### src/rtl/oale_pkg.sv
// Package for the ordered array list engine.
// Holds the operation and status codes, the default capacity and the cell control struct.
// No dependencies.
package oale_pkg;

    // Default number of list slots.
    localparam int DEF_CAPACITY = 128;

    // Width of one stored element.
    localparam int DATA_W = 32;

    // Operation codes carried by an input beat.
    typedef enum logic [2:0] {
        OP_INSERT = 3'd0,
        OP_DELETE = 3'd1,
        OP_LOCATE = 3'd2,
        OP_GET    = 3'd3,
        OP_CLEAR  = 3'd4
    } t_op;

    // Status codes carried by a result beat.
    typedef enum logic [1:0] {
        ST_OK       = 2'd0,
        ST_FULL     = 2'd1,
        ST_BADPOS   = 2'd2,
        ST_NOTFOUND = 2'd3
    } t_status;

    // Index reported when nothing was found.
    localparam logic [7:0] NO_INDEX = 8'hFF;

    // Broadcast control for the row of cells, already qualified by the accepted beat.
    typedef struct packed {
        logic ins;   // valid insert: shift up from pos, write value at pos
        logic del;   // valid delete: shift down from pos
        logic loc;   // locate: flag a matching live slot
        logic get;   // get: flag the slot to read
    } t_cell_ctl;

endpackage

### src/rtl/oale_cell.sv
// One slot of the list: holds an element, shifts it to or from its neighbours and flags hits.
// Depends on oale_pkg.
module oale_cell #(
    parameter int IDX = 0,
    parameter int PW  = 8
) (
    input  logic                          i_clk,
    input  oale_pkg::t_cell_ctl           i_ctl,
    input  logic [PW-1:0]                 i_pos,
    input  logic [PW-1:0]                 i_cnt,
    input  logic [oale_pkg::DATA_W-1:0]   i_value,
    input  logic [oale_pkg::DATA_W-1:0]   i_left,
    input  logic [oale_pkg::DATA_W-1:0]   i_right,
    output logic [oale_pkg::DATA_W-1:0]   o_slot,
    output logic                          o_hit
);

    localparam logic [PW-1:0] ME = PW'(IDX);

    logic [oale_pkg::DATA_W-1:0] r_slot;
    logic [oale_pkg::DATA_W-1:0] n_slot;
    logic                        w_live;

    // A slot is live when it lies below the current length.
    assign w_live = ME < i_cnt;

    // Next slot content: written value, neighbour below or neighbour above.
    always_comb begin
        n_slot = r_slot;
        if (i_ctl.ins) begin
            if (ME == i_pos) begin
                n_slot = i_value;
            end else if ((ME > i_pos) && (ME <= i_cnt)) begin
                n_slot = i_left;
            end
        end else if (i_ctl.del) begin
            if ((ME >= i_pos) && ((ME + PW'(1)) < i_cnt)) begin
                n_slot = i_right;
            end
        end
    end

    always_ff @(posedge i_clk) begin
        r_slot <= n_slot;
    end

    // Hit flag: a match for locate, or the slot to return for get.
    // An out-of-range get falls back to slot zero of a non-empty list.
    always_comb begin
        o_hit = 1'b0;
        if (i_ctl.loc) begin
            o_hit = w_live && (r_slot == i_value);
        end else if (i_ctl.get) begin
            o_hit = ((ME == i_pos) && (i_pos < i_cnt))
                 || ((ME == '0) && (i_pos >= i_cnt) && (i_cnt != '0));
        end
    end

    assign o_slot = r_slot;

endmodule

### config.mk
export PLATFORM = sky130hd
export DESIGN_NAME = oale_cell
export DESIGN_NICKNAME = d
export VERILOG_FILES = /design/src/rtl/oale_pkg.sv /design/src/rtl/oale_cell.sv
export SDC_FILE = /design/constraint.sdc
export NUM_CORES = 1
export LEC_CHECK = 0
export ABC_CLOCK_PERIOD_IN_PS = 4100
export BUFFER_PORTS_ARGS = -buffer_cell sky130_fd_sc_hd__buf_2
export CELL_PAD_IN_SITES_DETAIL_PLACEMENT = 2
export CELL_PAD_IN_SITES_GLOBAL_PLACEMENT = 2
export CORE_AREA = 2 2 111 91
export DETAILED_ROUTE_END_ITERATION = 8
export DIE_AREA = 0 0 113 93
export MAX_ROUTING_LAYER = met4
export PLACE_DENSITY = 0.87
export SYNTH_ARGS = -nofsm -noshare
export SYNTH_HDL_FRONTEND = slang
export SYNTH_SLANG_ARGS = --single-unit
### constraint.sdc
create_clock -name i_clk -period 4.1 [get_ports i_clk]
set_clock_uncertainty 0.05 [all_clocks]
set_input_delay 0.41 -clock i_clk [delete_from_list [all_inputs] [get_ports i_clk]]
set_output_delay 0.41 -clock i_clk [all_outputs]
set_load 0.05 [all_outputs]
Word-level counts from Yosys, hierarchy flattened --
Cells that the tools add are included.
Cells by class: order comparisons 7, equality and inequality tests 2, muxes and demuxes 7, reductions and logical operators 11
Operators with widths (count):
- $mux W32 | 5
- $eq A32 B32 Y1 | 1
- $lt A1 B8 Y1 const A | 2
- $ge A1 B8 Y1 const A | 1
- $ge A8 B8 Y1 | 1
- $gt A1 B8 Y1 const A | 1
- $le A1 B8 Y1 const A | 1
- $logic_not A8 Y1 | 1
- $lt A8 B8 Y1 | 1
- $reduce_bool A8 Y1 | 1
- $logic_and A1 B1 Y1 | 5
- $reduce_bool A2 Y1 | 2
- $ne A3 B1 Y1 const B | 1
- $reduce_and A3 Y1 | 1
- $mux W1 | 2
- $logic_or A1 B1 Y1 | 1
Word-level totals: flip-flop bits (word level) 32, bits of input ports 117

Logic depth before layout (Yosys ltp) --
Gate-level depths: netlist of run 1.
depth in word-level cells 5, depth in mapped cells 7

Worst setup path after synthesis of run 1 --
OpenSTA, ideal clock, no wires.
path type input-to-reg, start input i_pos[0], end register r_slot (netlist bit o_slot[0]) (enable), setup time 421 ps, data arrival time 2416 ps, required time 3629 ps, slack 1213 ps, cell stages on the path 4, path buffers 1, cells stage by stage nor4_4 nand2_2 buf_6 nor2_1
On the way: word-level cells in the longest chain between the ends 4
RTL lines:
- start, declared | line oale_cell.sv:9 | input logic [PW-1:0] i_pos,
- $gt A1 B8 Y1 or $ge A1 B8 Y1 (tied branches) | line oale_cell.sv:33, oale_cell.sv:37
- $logic_and A1 B1 Y1, on equally long branches | line oale_cell.sv:33, oale_cell.sv:37
- $ne A3 B1 Y1 (no source line) or $reduce_bool A2 Y1 (tied branches)
- $reduce_and A3 Y1 (no source line) *
- end signal, assigned | line oale_cell.sv:44 | r_slot <= n_slot;
- end, declared | line oale_cell.sv:20 | logic [oale_pkg::DATA_W-1:0] r_slot;
Mark *: on every way between the ends. The rest lies on a longest branch, timed or not. A chain may end at the register's enable or synchronous reset.

Worst setup path after layout of run 1 --
start register r_slot (netlist bit o_slot[4]), end output o_hit
On the way: word-level cells in the longest chain between the ends 3
RTL lines:
- $eq A32 B32 Y1 | line oale_cell.sv:52 | o_hit = w_live && (r_slot == i_value);
- $logic_and A1 B1 Y1 | line oale_cell.sv:52
- $mux W1 | line oale_cell.sv:51 | if (i_ctl.loc) begin
- end, declared | line oale_cell.sv:15 | output logic o_hit
No other way between the ends.

==> results of run 1 <==
-- kinds of logic (layout without fill, tap and decap cells) --
kind of cell / after synthesis / after routing / share of synthesized area (%)
and+or+nand+nor: 57 / 57 / 12.7
AOI/OAI and AO/OA: 44 / 44 / 10.7
xor gates and xnor gates: 32 / 32 / 12.2
muxes: 32 / 32 / 14.0
DFF: 32 / 32 / 41.9
buffers and inverters: 19 / 167 / 4.09
adders and majority gates: 8 / 8 / 4.36
-- report_power, final --
part	internal, uW	switching, uW	total [uW]
clock	217	134	351
combinational	80.0	84.9	165
sequential	364	0.621	364
-- worst paths after layout --
path,start,to,cells after the start
worst max-delay path,o_slot[4],o_hit,6
worst min-delay path,i_right[4],o_slot[4],3
-- cell usage after synthesis (2+ instances only) --
library cell   n
nor2_1        35
inv_1          9
mux2i_1       32
nor4_4         2
edfxtp_1      32
buf_6          3
ha_1           8
nor4_1         9
nand4_1        3
a21oi_1       37
o21a_1         2
xor2_1        31
clkbuf_1       7
nand3_1        3
-- metal layers --
layer	GRT usage, %	share of wire (%)	up-vias
li1	-	-	1108
met1	18.8	41	1089
met2	29.6	51	88
met3	4.08	7.3	6
met4	3.46	1.2	0
met5	-	0	-
-- stage by stage --
step	power (uW)	hold slack [ns]	worst slack, ns	util, %	area [um2]
after global routing	928	0.428	1.24	34.7	3280
after CTS	897	0.402	1.38	34.7	3280
after detailed placement	539	0.688	1.55	33.3	3150
final	881	0.409	1.45	34.7	3280
after floorplan	448	0.586	1.21	-	2290
after global placement	527	0.676	1.53	33.3	3150
-- area by class of cell --
type	count	area [um2]
Fill cell	1099	6170
Multi-Input combinational cell	173	1250
Sequential cell	32	961
Timing Repair Buffer	151	761
Tap cell	119	149
Clock buffer	5	125
Inverter	9	33.8
Clock inverter	2	7.51
-- worst max-delay path: stages, from the launching register on --
cell      delay [ns]
edfxtp_1        0.41
xor2_1          0.18
nor4_1          0.51
nand4_1         0.17
nor4_1          0.26
a31o_1          0.13
buf_2           0.26
==> reports/results.tsv, run 1 <==
stage	metric	value	unit
setup_path	crit_required	3.64	ns
die	ioPinCount	150	
routing	routed_wl	8580	um
global_route	grt_pass1_wl	13000	um
min_path	hold_class	in -> reg	
global_route	grt_pass1_vias	2610	
global_route	grt_max_degree	65	
routing	vias	2291	
power_and_ir_drop	power_density	268	nW/um2
synthesis	synth-warning-count	0	
routing	drc	11	
setup_path	cp-start-kind	flip-flop	
timing	fin_crit	2.65	ns
global_route	antenna_found_initial	0	
routing	vias_per_cell	4.67	
die	die_h	93	um
timing	rsz0062_at_grt	false	
layout	finalNonFillerCells	491	
die	dieArea	10500	um2
clocking	numCtsBuffers	5	
place	io_buffer_count	149	
clocking	cts_hold_buf	0	
clocking	cts_sinks	32	
synthesis	synth_edf_count	32	
synthesis	syn_avg_cell_area	10.2	um2
timing	slew_headroom	33.4	%
flow_run	cap_violations	0	
setup_path	endpoint_kind	output pin	
timing	post-route-period-util	64.6	%
synthesis	ys_types	25	
die	fp-row-count	32	
synthesis	synth_nets	349	
routing	drt-pass1-iter-count	5	
global_route	grt_remaining_overflow	0	
clocking	cts_htree_levels	2	
layout	final_cell_mix	buf_2 (149), a21oi_1 (37), nor2_1 (34)	
global_route	grt_usage	16.5	%
clocking	root_buffer	clkbuf_16	
timing	tightest_slew	0.997	ns
place	dp.cells	484	
synthesis	async_reset_ff_share	0	%
timing	setup_viol	0	
clocking	cts_tree	done	
synthesis	ys_ff_latch	32	
synthesis	synthCells	224	
clocking	postCtsResizedCells	0	
power_and_ir_drop	power_leakage	0.00169	uW
synthesis	synth_ff_type	edfxtp_1	
routing	drtIter0Drc	51	
routing	wl_per_cell	17.5	um
timing	finalSetupTns	0	ns
place	dp.final_hpwl	6980	um
synthesis	netlist_area	2290	um2
timing	max_freq	0.377	GHz
routing	detail-route-antenna-nets	0	
layout	syn_to_final_growth	43.2	%
power_and_ir_drop	ir_drop	0.140	mV
synthesis	yosys-top-cells-area	edfxtp_1 (42%), mux2i_1 (14%), xor2_1 (12%), a21oi_1 (8.1%), nor2_1 (5.7%)	
die	start_util	24.3	%
layout	largest_reg_flops	32	
outcome	violations	design-rule violations	
layout	final_common_cell	buf_2	
place	gp_congestion	0.771	
clocking	cts_setup_buffers	0	
setup_path	crit_type	reg -> out	
timing	final-max-slew-violation-count	0	
layout	antenna_cells	0	
setup_path	cp_max_fo	2	
layout	drive_gt1_share	43.3	%
layout	fin_nets	497	
die	die_w	113	um
setup_path	cp.arrival	2.19	ns
die	core-area	9450	um2
synthesis	yosysSeqAreaShare	41.9	%
clocking	clock_path_buffers	2	
synthesis	yosysTopAreaCellShare	41.9	%
timing	hold_viol_final	0	
synthesis	synth_largest_area_cell	edfxtp_1	
outcome	status	complete, but fails checks	
clocking	clk_pin_slew	0.05	ns
(Power assumes the default switching activity.)
==> run 2: changes to the inputs <==
==> config.mk (replaced) <==
export PLATFORM = sky130hd
export DESIGN_NAME = oale_cell
export DESIGN_NICKNAME = d
export VERILOG_FILES = /design/src/rtl/oale_pkg.sv /design/src/rtl/oale_cell.sv
export SDC_FILE = /design/constraint.sdc
export NUM_CORES = 1
export LEC_CHECK = 0
export ABC_AREA = 1
export ABC_CLOCK_PERIOD_IN_PS = 2200
export BUFFER_PORTS_ARGS = -buffer_cell sky130_fd_sc_hd__buf_2
export CELL_PAD_IN_SITES_DETAIL_PLACEMENT = 2
export CELL_PAD_IN_SITES_GLOBAL_PLACEMENT = 2
export CORE_AREA = 2 2 134 110
export DETAILED_ROUTE_END_ITERATION = 8
export DIE_AREA = 0 0 136 112
export MAX_ROUTING_LAYER = met4
export PLACE_DENSITY = 0.77
export SYNTH_ARGS = -nofsm -noshare
export SYNTH_HDL_FRONTEND = slang
export SYNTH_SLANG_ARGS = --single-unit
==> constraint.sdc (replaced) <==
create_clock -name i_clk -period 2.2 [get_ports i_clk]
set_clock_uncertainty 0.05 [all_clocks]
set_input_delay 0.22 -clock i_clk [delete_from_list [all_inputs] [get_ports i_clk]]
set_output_delay 0.22 -clock i_clk [all_outputs]
set_load 0.05 [all_outputs]
==> run 2 against run 1 <==
  * The run now ends clean
  * Sequential share of layout area is 3.2 points lower
  * Wire length grew 31%
  * Via count increased by 35%
  * Global-route usage fell by 1.1 points
  * Cell count grew 49%
==> reports/results.tsv, run 2 <==
stage	metric	value	unit	change
synthesis	ys_ff_latch	32		unchanged
place	dp.final_hpwl	9070	um	was 6980 um
clocking	clk_pin_slew	0.05	ns	about the same
timing	tightest_slew	0.476	ns	was 0.997 ns
power_and_ir_drop	ir_drop	0.258	mV	was 0.140 mV
die	core-area	14000	um2	was 9450 um2
global_route	antenna_found_initial	1		was 0
power_and_ir_drop	power_density	451	nW/um2	was 268 nW/um2
power_and_ir_drop	internal_power	1220	uW	was 661 uW
min_path	hold_class	in -> reg		unchanged
place	gp_congestion	0.822		was 0.771
synthesis	async_reset_ff_share	0	%	unchanged
layout	final_cell_mix	buf_2 (149), nand2_1 (126), inv_1 (71)		was buf_2 (149), a21oi_1 (37), nor2_1 (34)
synthesis	synth_nets	521		was 349
die	fp-row-count	39		was 32
power_and_ir_drop	p_comb_share	19.1	%	was 18.7%
global_route	grt_usage	15.4	%	was 16.5%
synthesis	yosysTopAreaCellShare	37.3	%	was 41.9%
synthesis	syn_avg_cell_area	6.51	um2	was 10.2 um2
die	ioPinCount	150		unchanged
synthesis	ys_types	20		was 25
synthesis	yosys-top-cells-area	edfxtp_1 (37%), nand2_1 (18%), inv_1 (10%), nor2_1 (8.2%), o21ai_0 (7.2%)		was edfxtp_1 (42%), mux2i_1 (14%), xor2_1 (12%), a21oi_1 (8.1%), nor2_1 (5.7%)
layout	fin_nets	672		was 497
global_route	grt_max_degree	33		was 65
synthesis	netlist_area	2580	um2	was 2290 um2
clocking	cts_tree	done		unchanged
synthesis	synth_most_common_cell	nand2_1		was a21oi_1
clocking	numCtsBuffers	5		unchanged
layout	syn_to_final_growth	42.8	%	was 43.2%
setup_path	cp_max_fo	2		unchanged
global_route	grt_remaining_overflow	0		unchanged
synthesis	synth_common_cells	nand2_1 (126), inv_1 (71), nor2_1 (56)		was a21oi_1 (37), nor2_1 (35), edfxtp_1 (32), mux2i_1 (32), xor2_1 (31)
synthesis	synthCells	396		was 224
die	dieArea	15200	um2	was 10500 um2
setup_path	slowest_delay	0.40	ns	was 0.51 ns
timing	final-max-slew-violation-count	0		unchanged
layout	largest_reg_flops	32		unchanged
power_and_ir_drop	p_sw_share	26.2	%	was 24.9%
routing	routed_wl	11200	um	was 8580 um
routing	drtIter0Drc	95		was 51
routing	drt-pass1-iter-count	4		was 5
setup_path	crit_family	simple AND/OR/NAND/NOR gates		unchanged
power_and_ir_drop	power_leakage	0.00197	uW	was 0.00169 uW
setup_path	crit_required	1.93	ns	was 3.64 ns
synthesis	synth_edf_count	32		unchanged
global_route	grt_pass1_vias	3479		was 2610
layout	fin_util	26.4	%	was 34.7%
timing	rsz0062_at_grt	false		unchanged
power_and_ir_drop	seqPwrFrac	40.9	%	was 41.4%
clocking	cts_setup_buffers	0		unchanged
die	start_util	18.5	%	was 24.3%
die	die_w	136	um	was 113 um
global_route	grt_pass1_wl	17600	um	was 13000 um
layout	layout.area.seq	961	um2	unchanged
synthesis	synth_ff_type	edfxtp_1		unchanged
setup_path	crit_top_cell	nand2_1		was nor4_1
routing	vias	3100		was 2291
timing	setup_viol	0		unchanged
timing	hold_viol_final	0		unchanged
setup_path	cp.arrival	1.73	ns	was 2.19 ns
setup_path	crit_type	reg -> out		unchanged
layout	drive_gt1_share	30.2	%	was 43.3%
timing	fin_crit	2.00	ns	
die	die_h	112	um	was 93 um
clocking	postCtsResizedCells	0		unchanged
timing	slew_headroom	68.0	%	was 33.4%
layout	final_common_cell	buf_2		unchanged
clocking	clock_path_buffers	2		unchanged
timing	max_freq	0.499	GHz	
routing	wl_per_cell	15.4	um	was 17.5 um
power_and_ir_drop	p_sw	435	uW	was 220 uW
routing	drc	0		was 11
clocking	cts_sinks	32		unchanged
routing	vias_per_cell	4.23		was 4.67
setup_path	critPathSlowestCell	edfxtp_1		was nor4_1
power_and_ir_drop	power.total	1660	uW	was 881 uW
layout	multi_input_area	1290	um2	was 1250 um2
setup_path	cp-start-kind	flip-flop		unchanged
flow_run	cap_violations	0		unchanged
place	io_buffer_count	149		unchanged
power_and_ir_drop	clkPwrFrac	40.0	%	was 39.9%
synthesis	synth-warning-count	0		unchanged
synthesis	yosysSeqAreaShare	37.3	%	was 41.9%
clocking	cts_htree_levels	2		unchanged
timing	post-route-period-util	91.1	%	
outcome	status	finished, final reports clean		was complete, but fails checks
synthesis	synth_largest_area_cell	edfxtp_1		unchanged
layout	fill_cells	1759		was 1099
timing	finalSetupTns	0	ns	unchanged
setup_path	endpoint_kind	output pin		unchanged
routing	detail-route-antenna-nets	0		unchanged
clocking	root_buffer	clkbuf_16		unchanged
clocking	cts_hold_buf	0		unchanged
setup_path	path_cells	xnor2_1 -> nand2_1 -> nor2_1 -> nand2_1 -> nor2_1 -> nand3_1 -> nand2_1 -> buf_2		was xor2_1 -> nor4_1 -> nand4_1 -> nor4_1 -> a31o_1 -> buf_2
setup_path	crit_buf_inv	1		unchanged
-- run 2: changes by cell type after synthesis, sizes merged, moves of 4 or more --
cell   delta
inv      +63
o21ai    +67
nor4     -11
mux2i    -32
nor2     +22
xor2     -29
xnor2     +4
a21oi    -34
nand2   +124
-- run 2: cell families (layout without fill, tap and decap cells) --
family	count (synthesis)	in the layout	synth area share [%]
XOR/XNOR	7	7	2.38
AND/OR/NAND/NOR	193	193	29.1
adder cells (fa/ha/maj)	8	8	3.88
flip-flops	32	32	37.3
AO/OA/AOI/OAI	72	72	14.1
buffers and inverters	84	235	13.3
other	0	1	0
-- run 2: per-stage QoR --
stage	std cells	instance area, um2	hold slack, ns	setup slack, ns
final	732	3680	0.182	0.196
after CTS	731	3680	0.170	0.137
after global routing	732	3680	0.191	0.0407
after global placement	724	3550	0.458	0.434
after detailed placement	724	3550	0.465	0.394
after floorplan	396	2580	0.361	0.0911
-- run 2: power groups by stage --
stage | Clock, uW | Combinational, uW | Sequential, uW
2_1_floorplan | 0 | 137 | 698
3_3_place_gp | 0 | 302 | 692
5_1_grt | 711 | 366 | 679
3_5_place_dp | 0 | 322 | 692
4_1_cts | 695 | 324 | 679
6_report | 663 | 317 | 679
-- run 2: worst paths after layout --
kind                     end  depth (start not counted)  slack [ns]        start
hold / removal    o_slot[16]                          3        0.18  i_right[16]
setup / recovery       o_hit                          8        0.20   o_slot[12]
-- run 2: area by class of cell --
type | count | area share, %
multi-input combinational | 280 | 34.9
inverter | 72 | 7.34
tap | 184 | 6.25
clock buffer | 5 | 3.40
timing repair buffer | 156 | 21.7
clock inverter | 2 | 0.204
antenna | 1 | 0.0680
sequential | 32 | 26.1
-- run 2: layer usage --
layer	track usage, %	share of wire [%]	up-vias
li1	-	-	1533
met1	17.9	43	1477
met2	27.8	51	86
met3	3.28	5.4	4
met4	2.01	0.68	0
met5	-	0	-
==> run 3: changes to the inputs <==
--- a/config.mk
+++ b/config.mk
@@ -8,6 +8,7 @@
 export ABC_AREA = 1
 export ABC_CLOCK_PERIOD_IN_PS = 2200
 export BUFFER_PORTS_ARGS = -buffer_cell sky130_fd_sc_hd__buf_2
+export CAP_MARGIN = 20
 export CELL_PAD_IN_SITES_DETAIL_PLACEMENT = 2
 export CELL_PAD_IN_SITES_GLOBAL_PLACEMENT = 2
 export CORE_AREA = 2 2 134 110
==> constraint.sdc (replaced) <==
create_clock -name i_clk -period 2.2 [get_ports i_clk]
set_clock_uncertainty 0.05 [all_clocks]
set_input_delay 0.44 -clock i_clk [delete_from_list [all_inputs] [get_ports i_clk]]
set_output_delay 0.44 -clock i_clk [all_outputs]
set_load 0.05 [all_outputs]
==> run 3 against run 2 <==
  * Global-route usage is 0.60 points lower
  * Non-clock buffer count increased by 9
  * Worst setup slack worse by 0.17 ns
  * First-iteration DRC count decreased by 32%
  * Total power grew 11%
  * Largest cell class unchanged
  * Clock power rose by 23%
  * Worst hold slack better by 0.22 ns
  * Highest routed layer unchanged
  * Critical path type is now in -> out
  * Critical path depth grew 3
  * Maximum frequency decreased by 7.7%
==> reports/results.tsv, run 3 (synthesis gave the netlist of run 2 again) <==
stage	metric	value	unit	change
setup_path	endpoint_kind	output pin		unchanged
setup_path	cp_max_fo	2		unchanged
timing	holdWs	0.398	ns	was 0.182 ns
timing	rsz0062_at_grt	true		was false
routing	vias	3128		was 3100
clocking	cts_tree	done		unchanged
min_path	min_from	i_right[30]		was i_right[16]
die	start_util	18.5	%	unchanged
global_route	grt_usage	14.8	%	was 15.4%
power_and_ir_drop	power_leakage	0.00203	uW	was 0.00197 uW
layout	final_common_cell	buf_2		unchanged
die	fp-row-count	39		unchanged
global_route	grt_pass1_wl	17200	um	was 17600 um
layout	syn_to_final_growth	51.4	%	was 42.8%
routing	drtIter0Drc	65		was 95
die	die_w	136	um	unchanged
setup_path	path_cells	buf_2 -> inv_2 -> ha_4 -> a21o_1 -> nor2_2 -> nand3_1 -> nand2_1 -> nand2_1 -> nand2_1 -> nand2_2 -> buf_8		was xnor2_1 -> nand2_1 -> nor2_1 -> nand2_1 -> nor2_1 -> nand3_1 -> nand2_1 -> buf_2
outcome	status	finished, final reports clean		unchanged
timing	fin_crit	2.17	ns	was 2.00 ns
timing	post-route-period-util	98.7	%	was 91.1%
timing	final-max-slew-violation-count	0		unchanged
place	dp.final_hpwl	8710	um	was 9070 um
power_and_ir_drop	ir_drop	0.272	mV	was 0.258 mV
routing	routed_wl	10900	um	was 11200 um
routing	drc	0		unchanged
setup_path	crit_type	in -> out		was reg -> out
layout	fin_nets	681		was 672
setup_path	cp-start-kind	input port		was flip-flop
global_route	grt_pass1_vias	3518		was 3479
setup_path	cp-startpoint	i_cnt[7]		was o_slot[12]
clocking	clock_path_buffers	2		unchanged
layout	fin_util	28.0	%	was 26.4%
clocking	clk_pin_slew	0.06	ns	was 0.05 ns
setup_path	crit_required	1.71	ns	was 1.93 ns
die	die_h	112	um	unchanged
place	io_buffer_count	149		unchanged
die	core-area	14000	um2	unchanged
clocking	root_buffer	clkbuf_16		unchanged
layout	antenna_cells	0		was 1
layout	multi_input_area	1400	um2	was 1290 um2
routing	detail-route-antenna-nets	0		unchanged
timing	hold_viol_final	0		unchanged
routing	vias_per_cell	4.22		was 4.23
global_route	antenna_found_initial	0		was 1
clocking	cts_htree_levels	2		unchanged
flow_run	cap_violations	0		unchanged
global_route	grt_remaining_overflow	0		unchanged
place	gp_congestion	0.791		was 0.822
layout	drive_gt1_share	35.4	%	was 30.2%
layout	final_cell_mix	buf_2 (147), nand2_1 (122), inv_1 (65)		was buf_2 (149), nand2_1 (126), inv_1 (71)
place	post-place-ws	-0.128	ns	was 0.394 ns
routing	wl_per_cell	14.7	um	was 15.4 um
min_path	min_delay_path_depth	3		unchanged
layout	layout.area.seq	961	um2	unchanged
timing	setup_viol	0		unchanged
die	dieArea	15200	um2	unchanged
min_path	hold_class	in -> reg		unchanged
routing	drt-pass1-iter-count	4		unchanged
power_and_ir_drop	power_density	474	nW/um2	was 451 nW/um2
timing	tightest_slew	0.360	ns	was 0.476 ns
setup_path	cp.arrival	1.68	ns	was 1.73 ns
setup_path	slowest_delay	0.20	ns	was 0.40 ns
clocking	numCtsBuffers	5		unchanged
timing	timing.final.ws_setup	0.0279	ns	was 0.196 ns
setup_path	crit_top_cell	nand2_1		unchanged
setup_path	critPathSlowestCell	ha_4		was edfxtp_1
timing	slew_headroom	75.8	%	was 68.0%
global_route	grt_max_degree	33		unchanged
clocking	cts_sinks	32		unchanged
die	ioPinCount	150		unchanged
timing	max_freq	0.460	GHz	was 0.499 GHz
layout	largest_reg_flops	32		unchanged
layout	fill_cells	1731		was 1759
[run 3: cell count changes in the layout (fill, tap and decap cells not counted), sizes merged]
cell,change
buf,+9
bufinv,+1
diode,-1
[run 3: cell type report]
| cell class | instances | area share, % |
|---|---|---|
| clock buffers | 5 | 3.21 |
| well taps | 184 | 5.90 |
| inverters | 72 | 6.93 |
| flip-flops and latches | 32 | 24.6 |
| clock inverters | 3 | 0.962 |
| repair buffers | 165 | 22.6 |
| multi-input cells | 280 | 35.8 |
[run 3: critical path: cells and delay by family]
kind,cells,cell delay [ns]
and+or+nand+nor,6,0.53
buffers and inverters,3,0.33
adders and majority gates,1,0.20
AOI/OAI and AO/OA,1,0.18
[run 3: per-stage QoR]
| step | power (uW) | instances | setup TNS [ns] | cell area [um2] |
|---|---|---|---|---|
| final | 1850 | 741 | 0 | 3900 |
| after detailed placement | 1020 | 727 | -0.128 | 3570 |
| after global routing | 1960 | 741 | -0.0833 | 3900 |
| after CTS | 1860 | 735 | 0 | 3770 |
| after floorplan | 836 | 396 | 0 | 2590 |
| after global placement | 996 | 727 | -0.0296 | 3570 |
[run 3: repair_timing]
action                     in CTS  in global routing
pin swaps                       2                 15
setup endpoints to repair       1                  1
resized for setup              10                 18
hold buffers                    0                  0
setup buffers                   0                  6
[run 3: worst paths after layout]
| check | slack (ns) | to |
|---|---|---|
| worst max-delay path | 0.03 | o_hit |
| worst min-delay path | 0.40 | o_slot[30] |
[run 3: power by group]
group | total, uW | internal (uW) | switching [uW]
sequential | 679 | 678 | 1.31
clock | 816 | 527 | 289
combinational | 353 | 166 | 187
total | 1850 | 1370 | 477
[run 3: per-layer routing]
layer / wire length, um / GRT usage [%] / vias to the layer above
met1: 4540 / 16.6 / 1484
met5: 0 / - / -
li1: - / - / 1550
met2: 5650 / 26.8 / 84
met3: 568 / 3.37 / 10
met4: 137 / 2.85 / 0
